$ cat config.mk
export PLATFORM = sky130hd
export DESIGN_NAME = armv8_add_sub_flags_execute
export DESIGN_NICKNAME = d
export VERILOG_FILES = /design/src/rtl/core/asfx_pkg.sv /design/src/rtl/core/armv8_add_sub_flags_execute.sv /design/src/rtl/core/asfx_ram.sv
export SDC_FILE = /design/constraint.sdc
export NUM_CORES = 2
export LEC_CHECK = 0
export BUFFER_PORTS_ARGS = -buffer_cell sky130_fd_sc_hd__clkbuf_2
export CORE_ASPECT_RATIO = 1.5
export CORE_UTILIZATION = 39
export CTS_CLUSTER_SIZE = 16
export DETAILED_ROUTE_END_ITERATION = 16
export GPL_TIMING_DRIVEN = 1
export MAX_ROUTING_LAYER = met4
export SYNTH_ARGS = -nofsm -noshare
export SYNTH_HDL_FRONTEND = slang
export SYNTH_HIERARCHICAL = 1
export SYNTH_SLANG_ARGS = --single-unit
$ cat constraint.sdc
create_clock -name clock -period 8.3 [get_ports clock]
set_input_delay 0.83 -clock clock [delete_from_list [all_inputs] [get_ports clock]]
set_output_delay 0.83 -clock clock [all_outputs]
set_load 0.03 [all_outputs]
$ cat src/rtl/core/asfx_pkg.sv
// types and constants shared by the add/subtract execute unit
package asfx_pkg;

   localparam int XLEN      = 64;
   localparam int NUM_REGS  = 32;
   localparam int REG_AW    = 5;

   localparam logic [1:0] OP_EXEC  = 2'd0;
   localparam logic [1:0] OP_WRITE = 2'd1;
   localparam logic [1:0] OP_READ  = 2'd2;

   localparam logic [1:0] STAT_DONE  = 2'd0;
   localparam logic [1:0] STAT_CLASS = 2'd1;
   localparam logic [1:0] STAT_SHIFT = 2'd2;

   localparam logic [4:0] CLS_IMM = 5'd17;
   localparam logic [4:0] CLS_REG = 5'd11;

   localparam logic [1:0] SH_LSL = 2'd0;
   localparam logic [1:0] SH_LSR = 2'd1;
   localparam logic [1:0] SH_ASR = 2'd2;
   localparam logic [1:0] SH_RSV = 2'd3;

   localparam logic [REG_AW-1:0] REG_ZR = 5'd31;

   typedef struct packed {
      logic [1:0]        opcode;
      logic [31:0]       instruction;
      logic [REG_AW-1:0] reg_index;
      logic [XLEN-1:0]   write_data;
   } req_type;

   typedef struct packed {
      logic [1:0]        status;
      logic              wrote_register;
      logic [REG_AW-1:0] dest_index;
      logic [XLEN-1:0]   result_data;
      logic              flag_n;
      logic              flag_z;
      logic              flag_c;
      logic              flag_v;
   } rsp_type;

endpackage

$ cat src/rtl/core/armv8_add_sub_flags_execute.sv
// add/subtract execute unit with register file copies, flags and result register
// request and register reads are registered on acceptance, the result register on commit
// a new request is accepted only in the idle state, once the previous one has committed
// a pending result holds the next request in the execute step, and with it the input
// reset clears the flags and the per-register valid bits, so every register reads as zero
// until written; no clearing pass is needed
module armv8_add_sub_flags_execute
   import asfx_pkg::*;
(
   input  logic    clock,
   input  logic    reset,
   input  logic    req_valid,
   output logic    req_ready,
   input  req_type req_data,
   output logic    rsp_valid,
   input  logic    rsp_ready,
   output rsp_type rsp_data
);

   typedef enum logic [1:0] {
      ST_IDLE = 2'b01,
      ST_EXEC = 2'b10
   } state_type;

   state_type         state_ff, state_in;
   req_type           req_ff;
   rsp_type           rsp_ff, rsp_in;
   logic              rsp_valid_ff, rsp_valid_in;
   logic [3:0]        flags_ff, flags_in;
   logic [NUM_REGS-1:0] valid_ff, valid_in;

   logic              accept, commit;
   logic [REG_AW-1:0] rd_addr_a, rd_addr_b;
   logic [XLEN-1:0]   ram_a_data, ram_b_data;
   logic [XLEN-1:0]   reg_a, reg_b;

   logic              wr_en;
   logic [REG_AW-1:0] wr_addr;
   logic [XLEN-1:0]   wr_data;

   logic [31:0]       ir;
   logic              wide, sub, setf, imm_form, do_write, reserved;
   logic [4:0]        cls;
   logic [1:0]        shf;
   logic [11:0]       imm12;
   logic [5:0]        imm6;
   logic [REG_AW-1:0] rm, rn, rd, port_a_idx;
   logic [XLEN-1:0]   imm_b, b_src, b_sh, opa, opb, opb_x, res;
   logic [31:0]       b32, b32_sh;
   logic [XLEN:0]     sum64;
   logic [32:0]       sum32;
   logic              fn, fz, fc, fv;
   logic [3:0]        step_flags;

   assign accept    = req_valid && req_ready;
   assign req_ready = (state_ff == ST_IDLE);
   assign commit    = (state_ff == ST_EXEC) && (!rsp_valid_ff || rsp_ready);

   assign rd_addr_a = (req_data.opcode == OP_EXEC) ? req_data.instruction[9:5]
                                                    : req_data.reg_index;
   assign rd_addr_b = req_data.instruction[20:16];

   asfx_ram #(.WIDTH(XLEN), .DEPTH(NUM_REGS)) u_ram_a (
      .clock   (clock),
      .wr_en   (wr_en),
      .wr_addr (wr_addr),
      .wr_data (wr_data),
      .rd_en   (accept),
      .rd_addr (rd_addr_a),
      .rd_data (ram_a_data)
   );

   asfx_ram #(.WIDTH(XLEN), .DEPTH(NUM_REGS)) u_ram_b (
      .clock   (clock),
      .wr_en   (wr_en),
      .wr_addr (wr_addr),
      .wr_data (wr_data),
      .rd_en   (accept),
      .rd_addr (rd_addr_b),
      .rd_data (ram_b_data)
   );

   // decode of the held request
   always_comb begin
      ir       = req_ff.instruction;
      wide     = ir[31];
      sub      = ir[30];
      setf     = ir[29];
      cls      = ir[28:24];
      shf      = ir[23:22];
      imm12    = ir[21:10];
      imm6     = ir[15:10];
      rm       = ir[20:16];
      rn       = ir[9:5];
      rd       = ir[4:0];
      imm_form = (cls == CLS_IMM);
      port_a_idx = (req_ff.opcode == OP_EXEC) ? rn : req_ff.reg_index;
      reg_a    = valid_ff[port_a_idx] ? ram_a_data : '0;
      reg_b    = valid_ff[rm] ? ram_b_data : '0;
      if (imm_form) begin
         reserved = shf[1];
         do_write = (rd != REG_ZR) || !setf;
      end else begin
         reserved = (shf == SH_RSV) || (!wide && imm6[5]);
         do_write = (rd != REG_ZR);
      end
   end

   // operand shift and adder
   always_comb begin
      imm_b = (shf == SH_LSR) ? {40'd0, imm12, 12'd0} : {52'd0, imm12};
      b_src = (rm == REG_ZR) ? '0 : reg_b;
      b32   = b_src[31:0];
      b32_sh = b32;
      b_sh   = b_src;
      if (wide) begin
         case (shf)
            SH_LSL:  b_sh = b_src << imm6;
            SH_LSR:  b_sh = b_src >> imm6;
            SH_ASR:  b_sh = $unsigned($signed(b_src) >>> imm6);
            default: b_sh = b_src;
         endcase
      end else begin
         case (shf)
            SH_LSL:  b32_sh = b32 << imm6[4:0];
            SH_LSR:  b32_sh = b32 >> imm6[4:0];
            SH_ASR:  b32_sh = $unsigned($signed(b32) >>> imm6[4:0]);
            default: b32_sh = b32;
         endcase
         b_sh = {32'd0, b32_sh};
      end
      opa   = (!imm_form && (rn == REG_ZR)) ? '0 : reg_a;
      opb   = imm_form ? imm_b : b_sh;
      opb_x = sub ? ~opb : opb;
      sum64 = {1'b0, opa} + {1'b0, opb_x} + {{XLEN{1'b0}}, sub};
      sum32 = {1'b0, opa[31:0]} + {1'b0, opb_x[31:0]} + {32'd0, sub};
      if (wide) begin
         res = sum64[XLEN-1:0];
         fc  = sum64[XLEN];
         fv  = (opa[63] ^ res[63]) & (opb_x[63] ^ res[63]);
         fn  = res[63];
      end else begin
         res = {32'd0, sum32[31:0]};
         fc  = sum32[32];
         fv  = (opa[31] ^ res[31]) & (opb_x[31] ^ res[31]);
         fn  = res[31];
      end
      fz = (res == '0);
      step_flags = {fn, fz, fc, fv};
   end

   // result and write-back selection
   always_comb begin
      rsp_in                = '0;
      rsp_in.status         = STAT_DONE;
      rsp_in.dest_index     = req_ff.reg_index;
      wr_en                 = 1'b0;
      wr_addr               = req_ff.reg_index;
      wr_data               = req_ff.write_data;
      flags_in              = flags_ff;
      case (req_ff.opcode)
         OP_EXEC: begin
            rsp_in.dest_index = rd;
            if (cls != CLS_IMM && cls != CLS_REG) begin
               rsp_in.status = STAT_CLASS;
            end else if (reserved) begin
               rsp_in.status = STAT_SHIFT;
            end else begin
               rsp_in.result_data    = res;
               rsp_in.wrote_register = do_write;
               wr_en                 = commit && do_write;
               wr_addr               = rd;
               wr_data               = res;
               if (setf && commit) begin
                  flags_in = step_flags;
               end
            end
         end
         OP_WRITE: begin
            rsp_in.wrote_register = 1'b1;
            rsp_in.result_data    = req_ff.write_data;
            wr_en                 = commit;
         end
         OP_READ: begin
            rsp_in.result_data = reg_a;
         end
         default: begin
            rsp_in.status = STAT_CLASS;
         end
      endcase
      rsp_in.flag_n = flags_in[3];
      rsp_in.flag_z = flags_in[2];
      rsp_in.flag_c = flags_in[1];
      rsp_in.flag_v = flags_in[0];
   end

   always_comb begin
      state_in = state_ff;
      case (state_ff)
         ST_IDLE: begin
            if (accept) begin
               state_in = ST_EXEC;
            end
         end
         ST_EXEC: begin
            if (commit) begin
               state_in = ST_IDLE;
            end
         end
         default: state_in = ST_IDLE;
      endcase
      rsp_valid_in = commit ? 1'b1 : (rsp_valid_ff && !rsp_ready);
      valid_in     = valid_ff;
      if (wr_en) begin
         valid_in[wr_addr] = 1'b1;
      end
   end

   always_ff @(posedge clock) begin
      if (reset) begin
         state_ff     <= ST_IDLE;
         rsp_valid_ff <= 1'b0;
         flags_ff     <= '0;
         valid_ff     <= '0;
      end else begin
         state_ff     <= state_in;
         rsp_valid_ff <= rsp_valid_in;
         flags_ff     <= flags_in;
         valid_ff     <= valid_in;
      end
   end

   always_ff @(posedge clock) begin
      if (accept) begin
         req_ff <= req_data;
      end
      if (commit) begin
         rsp_ff <= rsp_in;
      end
   end

   assign rsp_valid = rsp_valid_ff;
   assign rsp_data  = rsp_ff;

   a_accept_to_exec: assert property (@(posedge clock) disable iff (reset)
      accept |=> (state_ff == ST_EXEC))
      else $error("accepted request did not enter execute");

   a_write_only_on_commit: assert property (@(posedge clock) disable iff (reset)
      wr_en |-> (state_ff == ST_EXEC) && (!rsp_valid_ff || rsp_ready))
      else $error("register write outside commit");

   a_commit_gives_result: assert property (@(posedge clock) disable iff (reset)
      commit |=> rsp_valid_ff)
      else $error("commit did not present a result");

   a_flags_hold: assert property (@(posedge clock) disable iff (reset)
      !commit |=> (flags_ff == $past(flags_ff)))
      else $error("flags changed without a commit");

   a_written_reg_valid: assert property (@(posedge clock) disable iff (reset)
      wr_en |=> valid_ff[$past(wr_addr)])
      else $error("written register not marked valid");

endmodule

$ cat src/rtl/core/asfx_ram.sv
// generic single-write, single-read ram with registered read data
module asfx_ram #(
   parameter int WIDTH = 64,
   parameter int DEPTH = 32
) (
   input  logic                     clock,
   input  logic                     wr_en,
   input  logic [$clog2(DEPTH)-1:0] wr_addr,
   input  logic [WIDTH-1:0]         wr_data,
   input  logic                     rd_en,
   input  logic [$clog2(DEPTH)-1:0] rd_addr,
   output logic [WIDTH-1:0]         rd_data
);

   logic [WIDTH-1:0] mem_ff [DEPTH];
   logic [WIDTH-1:0] rd_data_ff;

   always_ff @(posedge clock) begin
      if (wr_en) begin
         mem_ff[wr_addr] <= wr_data;
      end
      if (rd_en) begin
         rd_data_ff <= mem_ff[rd_addr];
      end
   end

   assign rd_data = rd_data_ff;

endmodule

==> out/results.tsv <==
metric	value	unit
status	finished, final reports clean	
Crit. End Element	flop	
CP peak stage delay	0.99	ns
Finished Cell Area	219000	um^2
worst r2r src	u_ram_b/rd_data[22]	
CTS sink count	4442	
Worst Hold Depth	1	
synth warn	6	
DRC	0	
top cell type's share of synthesized area	71.1	%
nets@finish	11300	
largest net degree at the start of global routing	131	
core area	475000	um^2
Routed Wire Length	682000	um
hold violation count in the final report	0	
Reg clk slew, reported paths	0.07	ns
Setup Crit Path Kind	flop to flop	
sequential area share after synthesis	71.6	%
number of synthesized flops with an enable pin	4403	
slew margin rel.	15.3	%
mux cell area share after synthesis	17.7	%
post-synthesis compound-gate area fraction	4.63	%
Mapped Cells	9815	
cell mode on critical path	buf_4	
Die X	566	um
later-pin clock latency in the skew report	1.06	ns
Netlist cell types	89	
fmax	0.123	GHz
flops & latches, synth	4442	
worst endpoint data arrival time	9.02	ns
clock skew	0.0792	ns
Hold Path Origin	req_data[53]	
Iter 0 DRT Violations	12600	
pwr dens	228	nW/um^2
CTS HTree Levels	5	
Top FF cell, synth	edfxtp_1	
layout cells sized above 1	32.1	%
filler instances	40300	
Via Count	107000	
port bufs	184	
std cell rows	310	
total gr overflow	0	
VDD IR max	0.179	mV
ranking of synthesized cells by area	edfxtp_1 (71%), mux4_2 (15%), mux2i_1 (1.4%)	
CTS Buffer Depth	4	
max_cap viols	0	
routability cong.	0.972	
ys async rst share	0	%
CTS tree	yes	
Slew Limit Fails	0	
crit share post-route	98.0	%
Syn-to-layout area delta	17.7	%
Critical Path Fanout Max	6	
Worst Hold End	req_ff[53]	
simple-gate share of the synthesized area	3.55	%
CP Launch Type	flop	
clk root buf	clkbuf_16	
syn_nets	9998	
r2r setup slk	0.17	ns
Post-Synth Adder-Cell Area	0.516	%
global-route wire length before repair	923000	um
r2r worst-path depth	33	
number of global-route vias before repair	109000	
Synth Cell Area	186000	um^2
Worst EP required	9.19	ns
post-route ant nets	0	
Critical R2R Capture	rsp_data[2]	
XOR/XNOR Fraction of Synth Area	0.509	%
total CTS buffers	406	
Vias per Instance	6.06	
Hold Slack	0.0647	ns
Mean Syn Cell Area	18.9	um^2
initial antenna violation count	33	
path type of the worst min-delay path	input port to flop	
Total GRT Usage	29.1	%
# IOs	185	
starting density of the core	39.1	%
P_leak	71.6	nW
drt first pass iters	6	
dominant cell type by area after synthesis	edfxtp_1	
Final setup viols	0	
Critical-path top delay cell	edfxtp_1	
DP Area	204000	um^2
chip height	847	um
largest family of logic cells by synthesized area	multiplexers	
Die Footprint	479000	um^2
Slew @ Worst Pin	1.26	ns
dpl hpwl	432000	um
WL per Instance	38.6	um
min cycle time layout	8.13	ns
## flip-flops by register name, indices dropped and copies added, names as in the netlist, 4 cells and up
| register | count |
|---|---|
| u_ram_b/rd_data | 64 |
| ir | 32 |
| u_ram_a/rd_data | 64 |
| req_ff | 71 |
| rsp_data | 76 |
| valid_ff | 32 |
| u_ram_a/mem_ff | 2048 |
| u_ram_b/mem_ff | 2048 |
| flags_ff | 4 |
## how the worst max path moves through the flow
stage / endpoint / slack, ns / startpoint
finish: rsp_data[2] / 0.17 / u_ram_b/rd_data[22]
global route: rsp_data[2] / -0.007 / ir[10]
CTS: u_ram_b/mem_ff[6][58] / 0.01 / ir[16]
detailed placement: u_ram_b/mem_ff[2][58] / -0.58 / ir[16]
global placement: u_ram_b/mem_ff[0][58] / -0.79 / ir[16]
floorplan: u_ram_a/mem_ff[0][62] / 0.39 / ir[11]
## critical path, delay by kind of cell, from the launching register on
kind	cells	cell delay (ns)
simple gates	5	1.26
xor+xnor	2	0.19
flops	1	0.99
mux	1	0.23
fa+ha+maj	1	0.42
compound gates	17	3.65
buf+inv	7	1.25
## power breakdown
group | total [mW] | switching (mW) | internal [mW]
logic | 5.87 | 3.60 | 2.28
registers | 25.1 | 0.220 | 24.9
clock network | 18.9 | 8.52 | 10.4
total | 49.9 | 12.3 | 37.6
## Yosys cell counts (all sizes together), types with 41 or more instances
cell type	number
nor3	89
mux2	198
buf	286
o22ai	49
a22oi	74
nand2	480
a21o	73
clkbuf	335
o21ai	294
a211oi	74
o211ai	52
ha	75
xor2	70
mux2i	257
a21oi	431
a31oi	42
and2	102
nand3	75
nand2b	41
edfxtp	4403
mux4	1246
inv	51
nor2	504
a221oi	50
## layer usage
layer | track usage (%) | vias up | share of wire, %
li1 | - | 43000 | -
met1 | 36.7 | 58000 | 39
met2 | 47.2 | 4892 | 49
met3 | 3.58 | 1089 | 6.6
met4 | 13.4 | 0 | 5.6
met5 | - | - | 0
## cell families after synthesis
group | Yosys count
AO/OA/AOI/OAI | 1354
XOR/XNOR | 108
adder cells (fa/ha/maj) | 76
buffers and inverters | 672
flip-flops | 4442
multiplexers | 1701
AND/OR/NAND/NOR | 1462
## layout by cell type, fill, tap and decap left out, types with 42 or more instances in the layout
master,synthesis,routed
nand2_1,480,423
buf_4,25,1026
clkbuf_2,0,179
a21oi_1,431,416
o21ai_0,289,271
a22oi_1,73,71
mux2_2,198,193
dlygate4sd3_1,0,88
xor2_1,70,66
and2_1,99,97
ha_1,75,72
nor2_1,504,433
edfxtp_1,4403,4403
o22ai_1,49,49
clkinv_2,0,67
clkbuf_16,0,414
mux4_2,1243,1243
clkinv_1,0,91
nor3_1,88,84
a211oi_1,73,57
clkbuf_1,335,82
nor2_4,0,64
buf_12,0,173
nand3_1,74,72
inv_1,46,42
a221oi_1,50,45
a21o_1,73,66
mux2i_1,257,257
o211ai_1,51,51
nand2_2,0,53
## area by class of cell
cell class / count / area, um^2 / share of cell area, %
Antenna cell: 13 / 32.5 / 0.0149
Sequential cell: 4442 / 133000 / 60.8
Clock buffer: 493 / 10600 / 4.84
Tap cell: 6240 / 7810 / 3.57
Timing Repair Buffer: 1478 / 13200 / 6.02
Clock inverter: 251 / 2690 / 1.23
Multi-Input combinational cell: 4701 / 51200 / 23.4
Inverter: 51 / 193 / 0.0881
## repair_timing
item,CTS,global route
gates cloned,0,4
hold buffers,88,0
resized for setup,29,79
endpoints found under the setup margin,911,1272
pin swaps,1,21
setup buffers,0,10
endpoints found under the hold margin,88,0
## through the flow
| stage | setup WS (ns) | utilization [%] | setup TNS (ns) | power [mW] | std cells |
|---|---|---|---|---|---|
| floorplan | 0.388 | - | 0 | 28.3 | 9815 |
| global placement | -0.793 | 42.9 | -210.64 | 31.3 | 16800 |
| CTS | 0.0109 | 45.9 | 0 | 50.1 | 17600 |
| global route | -0.00735 | 46.1 | -0.00735 | 51.2 | 17700 |
| finish | 0.165 | 46.1 | 0 | 49.9 | 17700 |
| detailed placement | -0.581 | 42.9 | -153.33 | 31.3 | 16800 |
No activity file was read; power rests on OpenSTA's default activity.
